File: src/rtl/core/pcs_pkg.sv
// ----------------------------------------------------------------------------
// pcs_pkg
// Shared types, codes, tables and helpers of the pen coil scan sequencer.
// ----------------------------------------------------------------------------
package pcs_pkg;

  localparam int TICKS_PER_US_DEF = 72;
  localparam int NUM_FREQS        = 12;
  localparam int LOW_OVERHEAD     = 3;
  localparam int HIGH_OVERHEAD    = 7;

  localparam int OP_W      = 2;
  localparam int CFG_IDX_W = 3;
  localparam int CFG_DAT_W = 10;
  localparam int IN_DATA_W = 32;
  localparam int OUT_DATA_W = 32;
  localparam int SAMPLE_W  = 12;
  localparam int SUM_W     = 20;

  localparam logic [OP_W-1:0] OP_TICK   = 2'd0;
  localparam logic [OP_W-1:0] OP_START  = 2'd1;
  localparam logic [OP_W-1:0] OP_SAMPLE = 2'd2;

  localparam logic [CFG_IDX_W-1:0] REG_SETTLE_A = 3'd0;
  localparam logic [CFG_IDX_W-1:0] REG_SETTLE_B = 3'd1;
  localparam logic [CFG_IDX_W-1:0] REG_BURST    = 3'd2;
  localparam logic [CFG_IDX_W-1:0] REG_PERIOD   = 3'd3;
  localparam logic [CFG_IDX_W-1:0] REG_MEAN     = 3'd4;
  localparam logic [CFG_IDX_W-1:0] REG_ATTEN    = 3'd5;

  localparam logic [2:0] PH_IDLE     = 3'd0;
  localparam logic [2:0] PH_WAIT     = 3'd1;
  localparam logic [2:0] PH_BURST    = 3'd2;
  localparam logic [2:0] PH_SETTLE_A = 3'd3;
  localparam logic [2:0] PH_SETTLE_B = 3'd4;
  localparam logic [2:0] PH_SAMPLE   = 3'd5;

  // Commands from the controller to the datapath
  typedef struct packed {
    logic load_item;
    logic exec;
    logic div_start;
    logic fin;
    logic load_out;
  } cmd_t;

  // Status from the datapath to the controller
  typedef struct packed {
    logic need_div;
    logic div_done;
    logic out_free;
  } sts_t;

  function automatic logic [3:0] freq_sel(input logic [3:0] f);
    logic [3:0] r;
    r = f;
    if (32'(r) >= NUM_FREQS) r = 4'(NUM_FREQS - 1);
    if (r > 4'd11) r = 4'd11;
    return r;
  endfunction

  function automatic logic [6:0] low_half(input logic [3:0] i);
    logic [6:0] v;
    unique case (i)
      4'd0:    v = 7'd75;
      4'd1:    v = 7'd74;
      4'd2:    v = 7'd72;
      4'd3:    v = 7'd71;
      4'd4:    v = 7'd69;
      4'd5:    v = 7'd68;
      4'd6:    v = 7'd67;
      4'd7:    v = 7'd66;
      4'd8:    v = 7'd65;
      4'd9:    v = 7'd64;
      4'd10:   v = 7'd63;
      default: v = 7'd62;
    endcase
    return v;
  endfunction

  function automatic logic [6:0] high_half(input logic [3:0] i);
    logic [6:0] v;
    unique case (i)
      4'd0:    v = 7'd71;
      4'd1:    v = 7'd68;
      4'd2:    v = 7'd68;
      4'd3:    v = 7'd65;
      4'd4:    v = 7'd65;
      4'd5:    v = 7'd62;
      4'd6:    v = 7'd63;
      4'd7:    v = 7'd61;
      4'd8:    v = 7'd60;
      4'd9:    v = 7'd59;
      4'd10:   v = 7'd58;
      default: v = 7'd56;
    endcase
    return v;
  endfunction

  function automatic logic [3:0] mux_decode(input logic [1:0] sel);
    return ~(4'b0001 << sel);
  endfunction

  function automatic logic [SAMPLE_W-1:0] median3(input logic [SAMPLE_W-1:0] a,
                                                  input logic [SAMPLE_W-1:0] b,
                                                  input logic [SAMPLE_W-1:0] c);
    logic [SAMPLE_W-1:0] lo, hi, m;
    lo = (a < b) ? a : b;
    hi = (a < b) ? b : a;
    m  = (hi < c) ? hi : c;
    return (lo > m) ? lo : m;
  endfunction

endpackage

File: src/rtl/core/pen_coil_scan_sequencer.sv
// ----------------------------------------------------------------------------
// pen_coil_scan_sequencer
// Pen coil measurement sequencer with grid-aligned start and sample reduction.
// ----------------------------------------------------------------------------
// Each input transaction (tick, start or ADC sample) yields exactly one output
// transaction carrying the pin levels and status after that item. One item
// at a time is in flight: a tick, a plain start or a median sample goes from
// acceptance through execute to output load. A start that skips grid periods and
// the last sample of a mean also pass through the bit-serial restoring divider
// between execute and output load. Configuration writes are taken on any cycle
// with cfg_we_i high.
module pen_coil_scan_sequencer #(
  parameter int TICKS_PER_US = pcs_pkg::TICKS_PER_US_DEF
) (
  input  logic                           clk_i,
  input  logic                           rst_ni,
  input  logic                           s_axis_tvalid,
  output logic                           s_axis_tready,
  // tx_mux[1:0] tx_channel[4:2] rx_mux[6:5] rx_channel[9:7] freq[13:10] sample[25:14]
  input  logic [pcs_pkg::IN_DATA_W-1:0]  s_axis_tdata,
  // op[1:0]
  input  logic [pcs_pkg::OP_W-1:0]       s_axis_tuser,
  output logic                           m_axis_tvalid,
  input  logic                           m_axis_tready,
  // coil_drive[0] drive_enable[1] listen[2] mux_channel[5:3] mux_enable_n[9:6]
  // gain_attenuate[10] adc_start[11] busy_res[12] done_res[13] value[25:14]
  output logic [pcs_pkg::OUT_DATA_W-1:0] m_axis_tdata,
  input  logic                           cfg_we_i,
  input  logic [pcs_pkg::CFG_IDX_W-1:0]  cfg_idx_i,
  input  logic [pcs_pkg::CFG_DAT_W-1:0]  cfg_wdata_i
);

  pcs_pkg::cmd_t cmd;
  pcs_pkg::sts_t sts;

  pcs_ctrl u_ctrl (
    .clk_i      (clk_i),
    .rst_ni     (rst_ni),
    .in_valid_i (s_axis_tvalid),
    .in_ready_o (s_axis_tready),
    .cmd_o      (cmd),
    .sts_i      (sts)
  );

  pcs_datapath #(.TICKS_PER_US(TICKS_PER_US)) u_dp (
    .clk_i       (clk_i),
    .rst_ni      (rst_ni),
    .cmd_i       (cmd),
    .sts_o       (sts),
    .cfg_we_i    (cfg_we_i),
    .cfg_idx_i   (cfg_idx_i),
    .cfg_wdata_i (cfg_wdata_i),
    .in_data_i   (s_axis_tdata),
    .in_op_i     (s_axis_tuser),
    .out_valid_o (m_axis_tvalid),
    .out_ready_i (m_axis_tready),
    .out_data_o  (m_axis_tdata)
  );

endmodule

File: src/rtl/core/pcs_div.sv
// ----------------------------------------------------------------------------
// pcs_div
// Restoring divider, one quotient bit per cycle.
// ----------------------------------------------------------------------------
module pcs_div #(
  parameter int NUM_W = 25,
  parameter int DEN_W = 15
) (
  input  logic             clk_i,
  input  logic             rst_ni,
  input  logic             start_i,
  input  logic [NUM_W-1:0] num_i,
  input  logic [DEN_W-1:0] den_i,
  output logic             done_o,
  output logic [NUM_W-1:0] quot_o,
  output logic [DEN_W-1:0] rem_o
);

  localparam int CNT_W = $clog2(NUM_W + 1);

  logic [NUM_W-1:0] num_q, num_d;
  logic [DEN_W-1:0] rem_q, rem_d, den_q, den_d;
  logic [CNT_W-1:0] cnt_q, cnt_d;
  logic             run_q, run_d, done_q, done_d;
  logic [DEN_W:0]   sh;
  logic             ge;

  always_comb begin
    sh    = {rem_q, num_q[NUM_W-1]};
    ge    = sh >= {1'b0, den_q};
    num_d = num_q;
    rem_d = rem_q;
    den_d = den_q;
    cnt_d = cnt_q;
    run_d = run_q;
    done_d = done_q;
    if (start_i) begin
      num_d  = num_i;
      rem_d  = '0;
      den_d  = den_i;
      cnt_d  = CNT_W'(NUM_W);
      run_d  = 1'b1;
      done_d = 1'b0;
    end else if (run_q) begin
      rem_d = ge ? DEN_W'(sh - {1'b0, den_q}) : DEN_W'(sh);
      num_d = {num_q[NUM_W-2:0], ge};
      cnt_d = cnt_q - 1'b1;
      if (cnt_q == CNT_W'(1)) begin
        run_d  = 1'b0;
        done_d = 1'b1;
      end
    end
  end

  always_ff @(posedge clk_i or negedge rst_ni) begin
    if (!rst_ni) begin
      cnt_q  <= '0;
      run_q  <= 1'b0;
      done_q <= 1'b0;
    end else begin
      cnt_q  <= cnt_d;
      run_q  <= run_d;
      done_q <= done_d;
    end
  end

  always_ff @(posedge clk_i) begin
    num_q <= num_d;
    rem_q <= rem_d;
    den_q <= den_d;
  end

  assign done_o = done_q;
  assign quot_o = num_q;
  assign rem_o  = rem_q;

endmodule

File: src/rtl/core/pcs_datapath.sv
// ----------------------------------------------------------------------------
// pcs_datapath
// Measurement state, grid arithmetic, sample reduction and output register.
// ----------------------------------------------------------------------------
module pcs_datapath #(
  parameter int TICKS_PER_US = pcs_pkg::TICKS_PER_US_DEF
) (
  input  logic                              clk_i,
  input  logic                              rst_ni,
  input  pcs_pkg::cmd_t                     cmd_i,
  output pcs_pkg::sts_t                     sts_o,
  input  logic                              cfg_we_i,
  input  logic [pcs_pkg::CFG_IDX_W-1:0]     cfg_idx_i,
  input  logic [pcs_pkg::CFG_DAT_W-1:0]     cfg_wdata_i,
  input  logic [pcs_pkg::IN_DATA_W-1:0]     in_data_i,
  input  logic [pcs_pkg::OP_W-1:0]          in_op_i,
  output logic                              out_valid_o,
  input  logic                              out_ready_i,
  output logic [pcs_pkg::OUT_DATA_W-1:0]    out_data_o
);

  localparam int PERIOD_W = $clog2(250 * TICKS_PER_US + 1);
  localparam int TIMER_W  = $clog2(1023 * TICKS_PER_US + 1);
  localparam int LATE_W   = $clog2(250000 * TICKS_PER_US + 1);
  localparam int NUM_W    = (LATE_W > pcs_pkg::SUM_W) ? LATE_W : pcs_pkg::SUM_W;
  localparam int DEN_W    = (PERIOD_W > 8) ? PERIOD_W : 8;
  localparam int SW       = pcs_pkg::SAMPLE_W;

  // configuration
  logic [9:0] settle_a_q, settle_b_q;
  logic [7:0] burst_q, period_us_q, mean_cnt_q;
  logic       atten_q;

  // latched item
  logic [pcs_pkg::OP_W-1:0] op_q;
  logic [1:0]  tx_mux_q, rx_mux_q;
  logic [2:0]  tx_ch_q, rx_ch_q;
  logic [3:0]  freq_q;
  logic [SW-1:0] smp_q;

  // measurement state
  logic [31:0]        time_q, time_d, grid_q, grid_d, launch_q, launch_d;
  logic               restart_q, restart_d;
  logic [2:0]         phase_q, phase_d;
  logic [TIMER_W-1:0] timer_q, timer_d, tdec;
  logic [8:0]         bursts_q, bursts_d;
  logic [13:0]        setup_q, setup_d;
  logic [pcs_pkg::SUM_W-1:0] sum_q, sum_d;
  logic [7:0]         taken_q, taken_d, needed_q, needed_d;
  logic               mean_q, mean_d;
  logic [SW-1:0]      med_q [3];
  logic [SW-1:0]      med_d [3];
  logic               coil_q, coil_d, drv_q, drv_d, lsn_q, lsn_d;
  logic [2:0]         mch_q, mch_d;
  logic [3:0]         men_q, men_d;
  logic [NUM_W-1:0]   late_q, late_d;
  logic               kind_mean_q, kind_mean_d;
  logic               res_adc_q, res_adc_d, res_done_q, res_done_d;
  logic [SW-1:0]      res_val_q, res_val_d;
  logic [pcs_pkg::OUT_DATA_W-1:0] out_q;
  logic               out_vld_q;

  // working signals
  logic [PERIOD_W-1:0] period;
  logic [31:0]         gn, diff;
  logic signed [33:0]  late_s, lim_hi, lim_lo;
  logic                grid_go, launch_go, meas_end, need_div;
  logic [3:0]          fidx;
  logic [DEN_W-1:0]    den, adj;
  logic                div_done;
  logic [NUM_W-1:0]    quot;
  logic [DEN_W-1:0]    rem;

  assign period = PERIOD_W'(period_us_q * TICKS_PER_US);
  assign den    = kind_mean_q ? DEN_W'(needed_q) : DEN_W'(period);
  assign fidx   = pcs_pkg::freq_sel(setup_q[13:10]);
  assign tdec   = (timer_q != '0) ? timer_q - 1'b1 : timer_q;

  pcs_div #(.NUM_W(NUM_W), .DEN_W(DEN_W)) u_div (
    .clk_i   (clk_i),
    .rst_ni  (rst_ni),
    .start_i (cmd_i.div_start),
    .num_i   (late_q),
    .den_i   (den),
    .done_o  (div_done),
    .quot_o  (quot),
    .rem_o   (rem)
  );

  always_comb begin
    time_d = time_q;  grid_d = grid_q;  launch_d = launch_q;
    restart_d = restart_q;  phase_d = phase_q;  timer_d = timer_q;
    bursts_d = bursts_q;  setup_d = setup_q;  sum_d = sum_q;
    taken_d = taken_q;  needed_d = needed_q;  mean_d = mean_q;
    med_d = med_q;
    coil_d = coil_q;  drv_d = drv_q;  lsn_d = lsn_q;
    mch_d = mch_q;  men_d = men_q;
    late_d = late_q;  kind_mean_d = kind_mean_q;
    res_adc_d = res_adc_q;  res_done_d = res_done_q;  res_val_d = res_val_q;
    grid_go = 1'b0;  launch_go = 1'b0;  meas_end = 1'b0;  need_div = 1'b0;
    gn = grid_q;
    diff = '0;
    adj = '0;
    late_s = '0;
    lim_hi = 34'(period * 1000);
    lim_lo = 34'(period * 4);

    if (cmd_i.exec) begin
      res_adc_d  = 1'b0;
      res_done_d = 1'b0;
      res_val_d  = '0;
      unique case (op_q)
        pcs_pkg::OP_TICK: begin
          time_d = time_q + 1'b1;
          unique case (phase_q)
            pcs_pkg::PH_WAIT: begin
              if (!diff[31] && !(time_d - launch_q >= 32'h8000_0000)) launch_go = 1'b1;
            end
            pcs_pkg::PH_BURST: begin
              timer_d = tdec;
              if (tdec == '0) begin
                if (!coil_q) begin
                  coil_d  = 1'b1;
                  timer_d = TIMER_W'(pcs_pkg::high_half(fidx)) +
                            TIMER_W'(pcs_pkg::HIGH_OVERHEAD);
                end else if (bursts_q > 9'd1) begin
                  bursts_d = bursts_q - 1'b1;
                  coil_d   = 1'b0;
                  timer_d  = TIMER_W'(pcs_pkg::low_half(fidx)) +
                             TIMER_W'(pcs_pkg::LOW_OVERHEAD);
                end else begin
                  // burst over: switch to the receive coil
                  bursts_d = '0;
                  coil_d   = 1'b1;
                  drv_d    = 1'b0;
                  men_d    = pcs_pkg::mux_decode(setup_q[9:8]);
                  mch_d    = setup_q[7:5];
                  timer_d  = TIMER_W'(settle_a_q * TICKS_PER_US);
                  phase_d  = pcs_pkg::PH_SETTLE_A;
                end
              end
            end
            pcs_pkg::PH_SETTLE_A: begin
              timer_d = tdec;
              if (tdec == '0) begin
                lsn_d   = 1'b1;
                timer_d = TIMER_W'(settle_b_q * TICKS_PER_US);
                phase_d = pcs_pkg::PH_SETTLE_B;
              end
            end
            pcs_pkg::PH_SETTLE_B: begin
              timer_d = tdec;
              if (tdec == '0) begin
                mean_d    = mean_cnt_q != 8'd0;
                needed_d  = (mean_cnt_q != 8'd0) ? mean_cnt_q : 8'd3;
                taken_d   = '0;
                sum_d     = '0;
                res_adc_d = 1'b1;
                phase_d   = pcs_pkg::PH_SAMPLE;
              end
            end
            default: ;
          endcase
        end
        pcs_pkg::OP_START: begin
          if (phase_q == pcs_pkg::PH_IDLE) begin
            setup_d = {freq_q, rx_mux_q, rx_ch_q, tx_mux_q, tx_ch_q};
            if (period_us_q == 8'd0) begin
              launch_go = 1'b1;
            end else begin
              gn = restart_q ? time_q : grid_q;
              restart_d = 1'b0;
              diff   = time_q - gn;
              late_s = {{2{diff[31]}}, diff};
              if (late_s > lim_hi || late_s < -lim_lo) begin
                gn = time_q;
                grid_go = 1'b1;
              end else if (late_s > 34'sd0) begin
                // skip whole periods: finish after the divider
                need_div    = 1'b1;
                kind_mean_d = 1'b0;
                grid_d      = gn;
                late_d      = NUM_W'(diff);
              end else begin
                grid_go = 1'b1;
              end
            end
          end
        end
        pcs_pkg::OP_SAMPLE: begin
          if (phase_q == pcs_pkg::PH_SAMPLE) begin
            if (mean_q) sum_d = sum_q + pcs_pkg::SUM_W'(smp_q);
            else if (taken_q < 8'd3) med_d[taken_q[1:0]] = smp_q;
            taken_d = taken_q + 1'b1;
            if (taken_d >= needed_q) begin
              if (mean_q) begin
                need_div    = 1'b1;
                kind_mean_d = 1'b1;
                late_d      = NUM_W'(sum_d);
              end else begin
                res_val_d = pcs_pkg::median3(med_d[0], med_d[1], med_d[2]);
                meas_end  = 1'b1;
              end
            end else begin
              res_adc_d = 1'b1;
            end
          end
        end
        default: ;
      endcase
    end

    if (cmd_i.fin) begin
      if (kind_mean_q) begin
        res_val_d = quot[SW-1:0];
        meas_end  = 1'b1;
      end else begin
        adj = (rem == '0) ? '0 : DEN_W'(period) - rem;
        gn  = grid_q + 32'(late_q) + 32'(adj);
        grid_go = 1'b1;
      end
    end

    if (grid_go) begin
      launch_d = gn;
      grid_d   = gn + 32'(period);
      if (!(time_q - gn >= 32'h8000_0000)) launch_go = 1'b1;
      else phase_d = pcs_pkg::PH_WAIT;
    end

    if (launch_go) begin
      mch_d    = setup_d[2:0];
      men_d    = pcs_pkg::mux_decode(setup_d[4:3]);
      coil_d   = 1'b0;
      drv_d    = 1'b1;
      bursts_d = 9'(burst_q) + 9'd1;
      timer_d  = TIMER_W'(pcs_pkg::low_half(pcs_pkg::freq_sel(setup_d[13:10]))) +
                 TIMER_W'(pcs_pkg::LOW_OVERHEAD);
      phase_d  = pcs_pkg::PH_BURST;
    end

    if (meas_end) begin
      res_done_d = 1'b1;
      lsn_d      = 1'b0;
      men_d      = 4'hF;
      phase_d    = pcs_pkg::PH_IDLE;
    end

    // a new grid period restarts the grid on the next start
    if (cfg_we_i && cfg_idx_i == pcs_pkg::REG_PERIOD) restart_d = 1'b1;
  end

  always_ff @(posedge clk_i or negedge rst_ni) begin
    if (!rst_ni) begin
      settle_a_q  <= 10'd18;
      settle_b_q  <= 10'd18;
      burst_q     <= 8'd18;
      period_us_q <= 8'd130;
      mean_cnt_q  <= 8'd0;
      atten_q     <= 1'b0;
      time_q      <= '0;
      grid_q      <= '0;
      launch_q    <= '0;
      restart_q   <= 1'b1;
      phase_q     <= pcs_pkg::PH_IDLE;
      timer_q     <= '0;
      bursts_q    <= '0;
      setup_q     <= '0;
      sum_q       <= '0;
      taken_q     <= '0;
      needed_q    <= '0;
      mean_q      <= 1'b0;
      med_q[0]    <= '0;
      med_q[1]    <= '0;
      med_q[2]    <= '0;
      coil_q      <= 1'b0;
      drv_q       <= 1'b0;
      lsn_q       <= 1'b0;
      mch_q       <= '0;
      men_q       <= 4'hF;
      kind_mean_q <= 1'b0;
      res_adc_q   <= 1'b0;
      res_done_q  <= 1'b0;
      out_vld_q   <= 1'b0;
    end else begin
      time_q      <= time_d;
      grid_q      <= grid_d;
      launch_q    <= launch_d;
      restart_q   <= restart_d;
      phase_q     <= phase_d;
      timer_q     <= timer_d;
      bursts_q    <= bursts_d;
      setup_q     <= setup_d;
      sum_q       <= sum_d;
      taken_q     <= taken_d;
      needed_q    <= needed_d;
      mean_q      <= mean_d;
      med_q       <= med_d;
      coil_q      <= coil_d;
      drv_q       <= drv_d;
      lsn_q       <= lsn_d;
      mch_q       <= mch_d;
      men_q       <= men_d;
      kind_mean_q <= kind_mean_d;
      res_adc_q   <= res_adc_d;
      res_done_q  <= res_done_d;
      if (cmd_i.load_out) out_vld_q <= 1'b1;
      else if (out_ready_i) out_vld_q <= 1'b0;
      if (cfg_we_i) begin
        unique case (cfg_idx_i)
          pcs_pkg::REG_SETTLE_A: settle_a_q  <= cfg_wdata_i;
          pcs_pkg::REG_SETTLE_B: settle_b_q  <= cfg_wdata_i;
          pcs_pkg::REG_BURST:    burst_q     <= cfg_wdata_i[7:0];
          pcs_pkg::REG_PERIOD:   period_us_q <= cfg_wdata_i[7:0];
          pcs_pkg::REG_MEAN:     mean_cnt_q  <= cfg_wdata_i[7:0];
          pcs_pkg::REG_ATTEN:    atten_q     <= cfg_wdata_i[0];
          default: ;
        endcase
      end
    end
  end

  always_ff @(posedge clk_i) begin
    late_q    <= late_d;
    res_val_q <= res_val_d;
    if (cmd_i.load_item) begin
      op_q     <= in_op_i;
      tx_mux_q <= in_data_i[1:0];
      tx_ch_q  <= in_data_i[4:2];
      rx_mux_q <= in_data_i[6:5];
      rx_ch_q  <= in_data_i[9:7];
      freq_q   <= in_data_i[13:10];
      smp_q    <= in_data_i[25:14];
    end
    if (cmd_i.load_out) begin
      out_q <= {6'd0, res_val_q, res_done_q, phase_q != pcs_pkg::PH_IDLE, res_adc_q,
                atten_q, men_q, mch_q, lsn_q, drv_q, coil_q};
    end
  end

  assign sts_o.need_div = need_div;
  assign sts_o.div_done = div_done;
  assign sts_o.out_free = !out_vld_q || out_ready_i;
  assign out_valid_o    = out_vld_q;
  assign out_data_o     = out_q;

endmodule

File: src/rtl/core/pcs_ctrl.sv
// ----------------------------------------------------------------------------
// pcs_ctrl
// Item sequencer: accept, execute, optional divide, output load.
// ----------------------------------------------------------------------------
module pcs_ctrl (
  input  logic          clk_i,
  input  logic          rst_ni,
  input  logic          in_valid_i,
  output logic          in_ready_o,
  output pcs_pkg::cmd_t cmd_o,
  input  pcs_pkg::sts_t sts_i
);

  localparam logic [2:0] S_IDLE   = 3'd0;
  localparam logic [2:0] S_EXEC   = 3'd1;
  localparam logic [2:0] S_DSTART = 3'd2;
  localparam logic [2:0] S_DWAIT  = 3'd3;
  localparam logic [2:0] S_FIN    = 3'd4;
  localparam logic [2:0] S_OUT    = 3'd5;

  logic [2:0] state_q, state_d;

  always_comb begin
    state_d = state_q;
    cmd_o   = '0;
    unique case (state_q)
      S_IDLE: begin
        cmd_o.load_item = in_valid_i;
        if (in_valid_i) state_d = S_EXEC;
      end
      S_EXEC: begin
        cmd_o.exec = 1'b1;
        state_d = sts_i.need_div ? S_DSTART : S_OUT;
      end
      S_DSTART: begin
        cmd_o.div_start = 1'b1;
        state_d = S_DWAIT;
      end
      S_DWAIT: begin
        if (sts_i.div_done) state_d = S_FIN;
      end
      S_FIN: begin
        cmd_o.fin = 1'b1;
        state_d = S_OUT;
      end
      S_OUT: begin
        // hold until the output register can take the transaction
        cmd_o.load_out = sts_i.out_free;
        if (sts_i.out_free) state_d = S_IDLE;
      end
      default: state_d = S_IDLE;
    endcase
  end

  always_ff @(posedge clk_i or negedge rst_ni) begin
    if (!rst_ni) state_q <= S_IDLE;
    else state_q <= state_d;
  end

  assign in_ready_o = state_q == S_IDLE;

endmodule

File: config.mk
export PLATFORM = sky130hd
export DESIGN_NAME = pen_coil_scan_sequencer
export DESIGN_NICKNAME = d
export VERILOG_FILES = /design/src/rtl/core/pcs_pkg.sv /design/src/rtl/core/pen_coil_scan_sequencer.sv /design/src/rtl/core/pcs_div.sv /design/src/rtl/core/pcs_datapath.sv /design/src/rtl/core/pcs_ctrl.sv
export SDC_FILE = /design/constraint.sdc
export NUM_CORES = 2
export LEC_CHECK = 0
export ABC_CLOCK_PERIOD_IN_PS = 27400
export BUFFER_PORTS_ARGS = -buffer_cell sky130_fd_sc_hd__buf_2
export CORE_MARGIN = 2
export CORE_UTILIZATION = 50
export DETAILED_ROUTE_END_ITERATION = 10
export PLACE_DENSITY = 0.65
export RECOVER_POWER = 25
export SLEW_MARGIN = 5
export SYNTH_ARGS = -nofsm -noshare
export SYNTH_HDL_FRONTEND = slang
export SYNTH_SLANG_ARGS = --single-unit
File: constraint.sdc
create_clock -name clk_i -period 27.4 [get_ports clk_i]
set_input_delay 8.22 -clock clk_i [delete_from_list [all_inputs] [get_ports clk_i]]
set_output_delay 8.22 -clock clk_i [all_outputs]
set_load 0.01 [all_outputs]
==> key figures <==
Timing
  • F_max: a little under 70 MHz
  • Final Skew: 0.0278 ns
  • Final worst-path cycle share: 53.3%
  • Worst slew pin tran: between 2 and 3 ns
  • Setup TNS: 0 ns
  • Fin. Hold Viols: 0
  • Slew margin rel.: -80.5%
  • Final min period: 14.60 ns
  • Final Max Slew Viols: around 120
  • Finish-stage setup viols: 0
  • RSZ-0062 raised after global routing: no

Drt
  • Drt first pass iters: 6
  • Vias/cell: approximately 6
  • Drt wl/cell: about 20 um
  • Residual DRC count: 0
  • 1st-iter DRT viols: between 2,000 and 2,500
  • Via count: 28,464
  • Antenna-violating nets left: 0
  • Routed WL: 97.1 mm

Clock network
  • CTS tree: done
  • CTS Buf Count: a little over 50
  • Clk slew on worst S/H paths: about 0.06 ns
  • Clock sinks: 428
  • H-tree depth: 2
  • Post-CTS sizing: 0
  • Clock buffer depth: 3
  • Clock Latency Late Sink: roughly 0.63 ns
  • Post-CTS Hold Buffers: 0
  • Root buf cell: clkbuf_16
  • Post-CTS Setup Bufs: 0

Yosys
  • Synth Area per Inst: 8.92 um^2
  • Post-Syn Area: 0.0347 mm^2
  • Most used DFF post-synth: dfrtp_1
  • Number of synthesized flops with an enable pin: 119
  • Post-synthesis adder-cell area fraction: 16.6%
  • Seq cells post-synth: around 430
  • Synth cell count leaders: nand2_1 (405), ha_1 (367), nor2_1 (287), inv_1 (282), a21oi_1 (273)
  • Sequential area share after synthesis: 32.2%
  • Synth Area in Simple Gates: 15.4%
  • Most common cell in the netlist: nand2_1
  • Post-Synth XOR/XNOR Area: 6.33%
  • Post-synth top area cell: dfrtp_1
  • Fraction of registers with async set/reset: between 60 and 70%
  • Synth area leaders: dfrtp_1 (19%), ha_1 (13%), edfxtp_1 (10%)
  • Yosys top cell area share: 19.4%
  • Netlist cell types: 113
  • Synthesized instance count: between 3,000 and 4,000
  • Post-synthesis compound-gate area fraction: 17.9%
  • Largest family of logic cells by synthesized area: compound AO/OA/AOI/OAI gates
  • Warnings, synthesis: 0
  • Post-synthesis mux area share: 6.42%

Cells and area
  • N_diodes: 0
  • Filler cells: 6,384
  • Fin nets: 4,381
  • Share of cells above drive strength 1: 8.56%
  • P&R area growth vs syn: 8.54%

Hold path
  • Hold Crit Class: reg -> reg

Critical path
  • Req. time, crit path: about 28 ns
  • CP Capture Type: flop
  • Largest stage delay on the critical path: approximately 0.96 ns
  • Crit-path slowest cell: dfstp_1
  • Critical-path maximum fanout: 25
  • Setup crit start kind: flop
  • Most frequent CP cell: a21oi_1
  • CP Class: reg -> reg
  • Arr. time, crit path: around 15 ns

Die
  • Die width: 267 um
  • Die Y: around 270 um
  • FP Rows: 96
  • IO Pins: 86
  • Die area: 0.0715 mm^2
  • Placeable Area: between 0.06 and 0.07 mm^2
  • Initial Utilization: between 50% and 60%

GRT
  • Total global routing overflow: 0
  • Largest net degree at the start of global routing: 132
  • First-pass GRT wire length: 154 mm
  • Total Routing Usage GR: between 20% and 30%
  • Vias in the first global route: 27,481
  • Initial antenna violation count: 0

Outcome
  • Failing checks: max-capacitance violations, max-slew violations
  • Outcome: finished, violations left

Placed design
  • Gpl congestion: 0.976
  • Post-DP HPWL: around 74 mm
  • Number of port buffers: 73

Run
  • MaxCap Viol Count: 4
## layout make-up
class                      instances  area, um^2  area share, %
clock buffer                      75        1470           3.90
tap                              931        1160           3.09
multi-input combinational       3016       21800           57.9
sequential                       428       11200           29.7
inverter                         287        1080           2.86
clock inverter                    20         268          0.711
timing repair buffer             123         711           1.89
## metal layers
metal	track usage [%]	up-vias	routed length (um)
met5	0	-	0
met4	7.88	0	2780
met3	3.67	155	5680
met2	43.9	809	44400
met1	38.4	13646	44300
li1	-	13854	-
## cells in the final DEF, fill, tap and decap left out, types with 16 or more instances in the layout
cell       instances
a31oi_1           33
nand2b_1          38
o21ai_0          270
and2_1            19
o21ai_1           32
dfrtp_1          269
o211ai_1          34
buf_4             35
xor2_1            81
o21a_1            28
inv_1            283
or3_1             19
nor4_1            33
and3_1            31
dfxtp_1           27
ha_1             366
clkbuf_16         52
o21bai_1          26
mux2_2            73
clkbuf_1          29
xnor2_1          165
nor2_1           285
fa_1              55
nand4_1           43
a21oi_1          276
buf_2             72
a21o_1            79
a21boi_0          16
nor2b_1           49
nand2_1          405
nand3_1           73
a211oi_1          23
mux2i_1          132
edfxtp_1         119
nor3_1            66
## registers in the layout (all words and copies together), names as in the netlist, 9 cells and up
signal	cells
u_dp.med_q	36
u_dp.grid_q	32
u_dp.launch_q	32
u_dp.time_q	32
u_dp.out_data_o	26
u_dp.late_q	25
u_dp.u_div.quot_o	25
u_dp.sum_q	20
u_dp.timer_q	17
u_dp.u_div.den_q	15
u_dp.u_div.rem_o	15
u_dp.setup_q	14
u_dp.res_val_q	12
u_dp.smp_q	12
u_dp.settle_a_q	10
u_dp.settle_b_q	10
u_dp.bursts_q	9
## cell families (layout without fill, tap and decap cells)
logic type | Yosys count | after routing
and+or+nand+nor | 1139 | 1139
AOI/OAI and AO/OA | 980 | 980
buffers and inverters | 450 | 505
adders and majority gates | 430 | 430
DFF | 428 | 428
xor gates and xnor gates | 249 | 249
muxes | 212 | 212
other | 1 | 6
## metrics by stage
stage	hold WS (ns)	std cells	instance area [um^2]	util (%)	setup WS [ns]
4_1_cts	0.432	4880	37800	55.0	13.54
6_report	0.438	4880	37700	54.8	12.80
2_1_floorplan	0.400	3894	34700	-	16.38
3_5_place_dp	0.416	4785	36000	52.4	13.60
3_3_place_gp	0.424	4785	36000	52.4	13.73
5_1_grt	0.434	4880	37700	54.8	11.91
## critical path, delay by kind of cell, from the launching register on
kind,cells,cell delay (ns)
AOI/OAI and AO/OA,26,5.35
xor gates and xnor gates,3,0.51
adders and majority gates,9,3.44
buffers and inverters,6,1.83
DFF,1,0.96
muxes,1,0.38
and+or+nand+nor,10,1.97
## final timing paths
kind	startpoint	to	slack (ns)	cells past startpoint
setup / recovery	u_dp.period_us_q[1]	u_dp.mch_q[1]	12.80	55
hold reg to reg	u_dp.res_val_q[7]	u_dp.out_data_o[21]	0.44	0
hold / removal	u_dp.res_val_q[7]	u_dp.out_data_o[21]	0.44	0
max in group asynchronous	rst_ni	u_dp.med_q[6]	18.43	2
setup reg to reg	u_dp.period_us_q[1]	u_dp.mch_q[1]	12.80	55
min in group asynchronous	rst_ni	u_dp.launch_q[25]	7.65	1
Power is not shown: default switching activity piles up to over one toggle a cycle in this logic, so the estimate is an artifact.
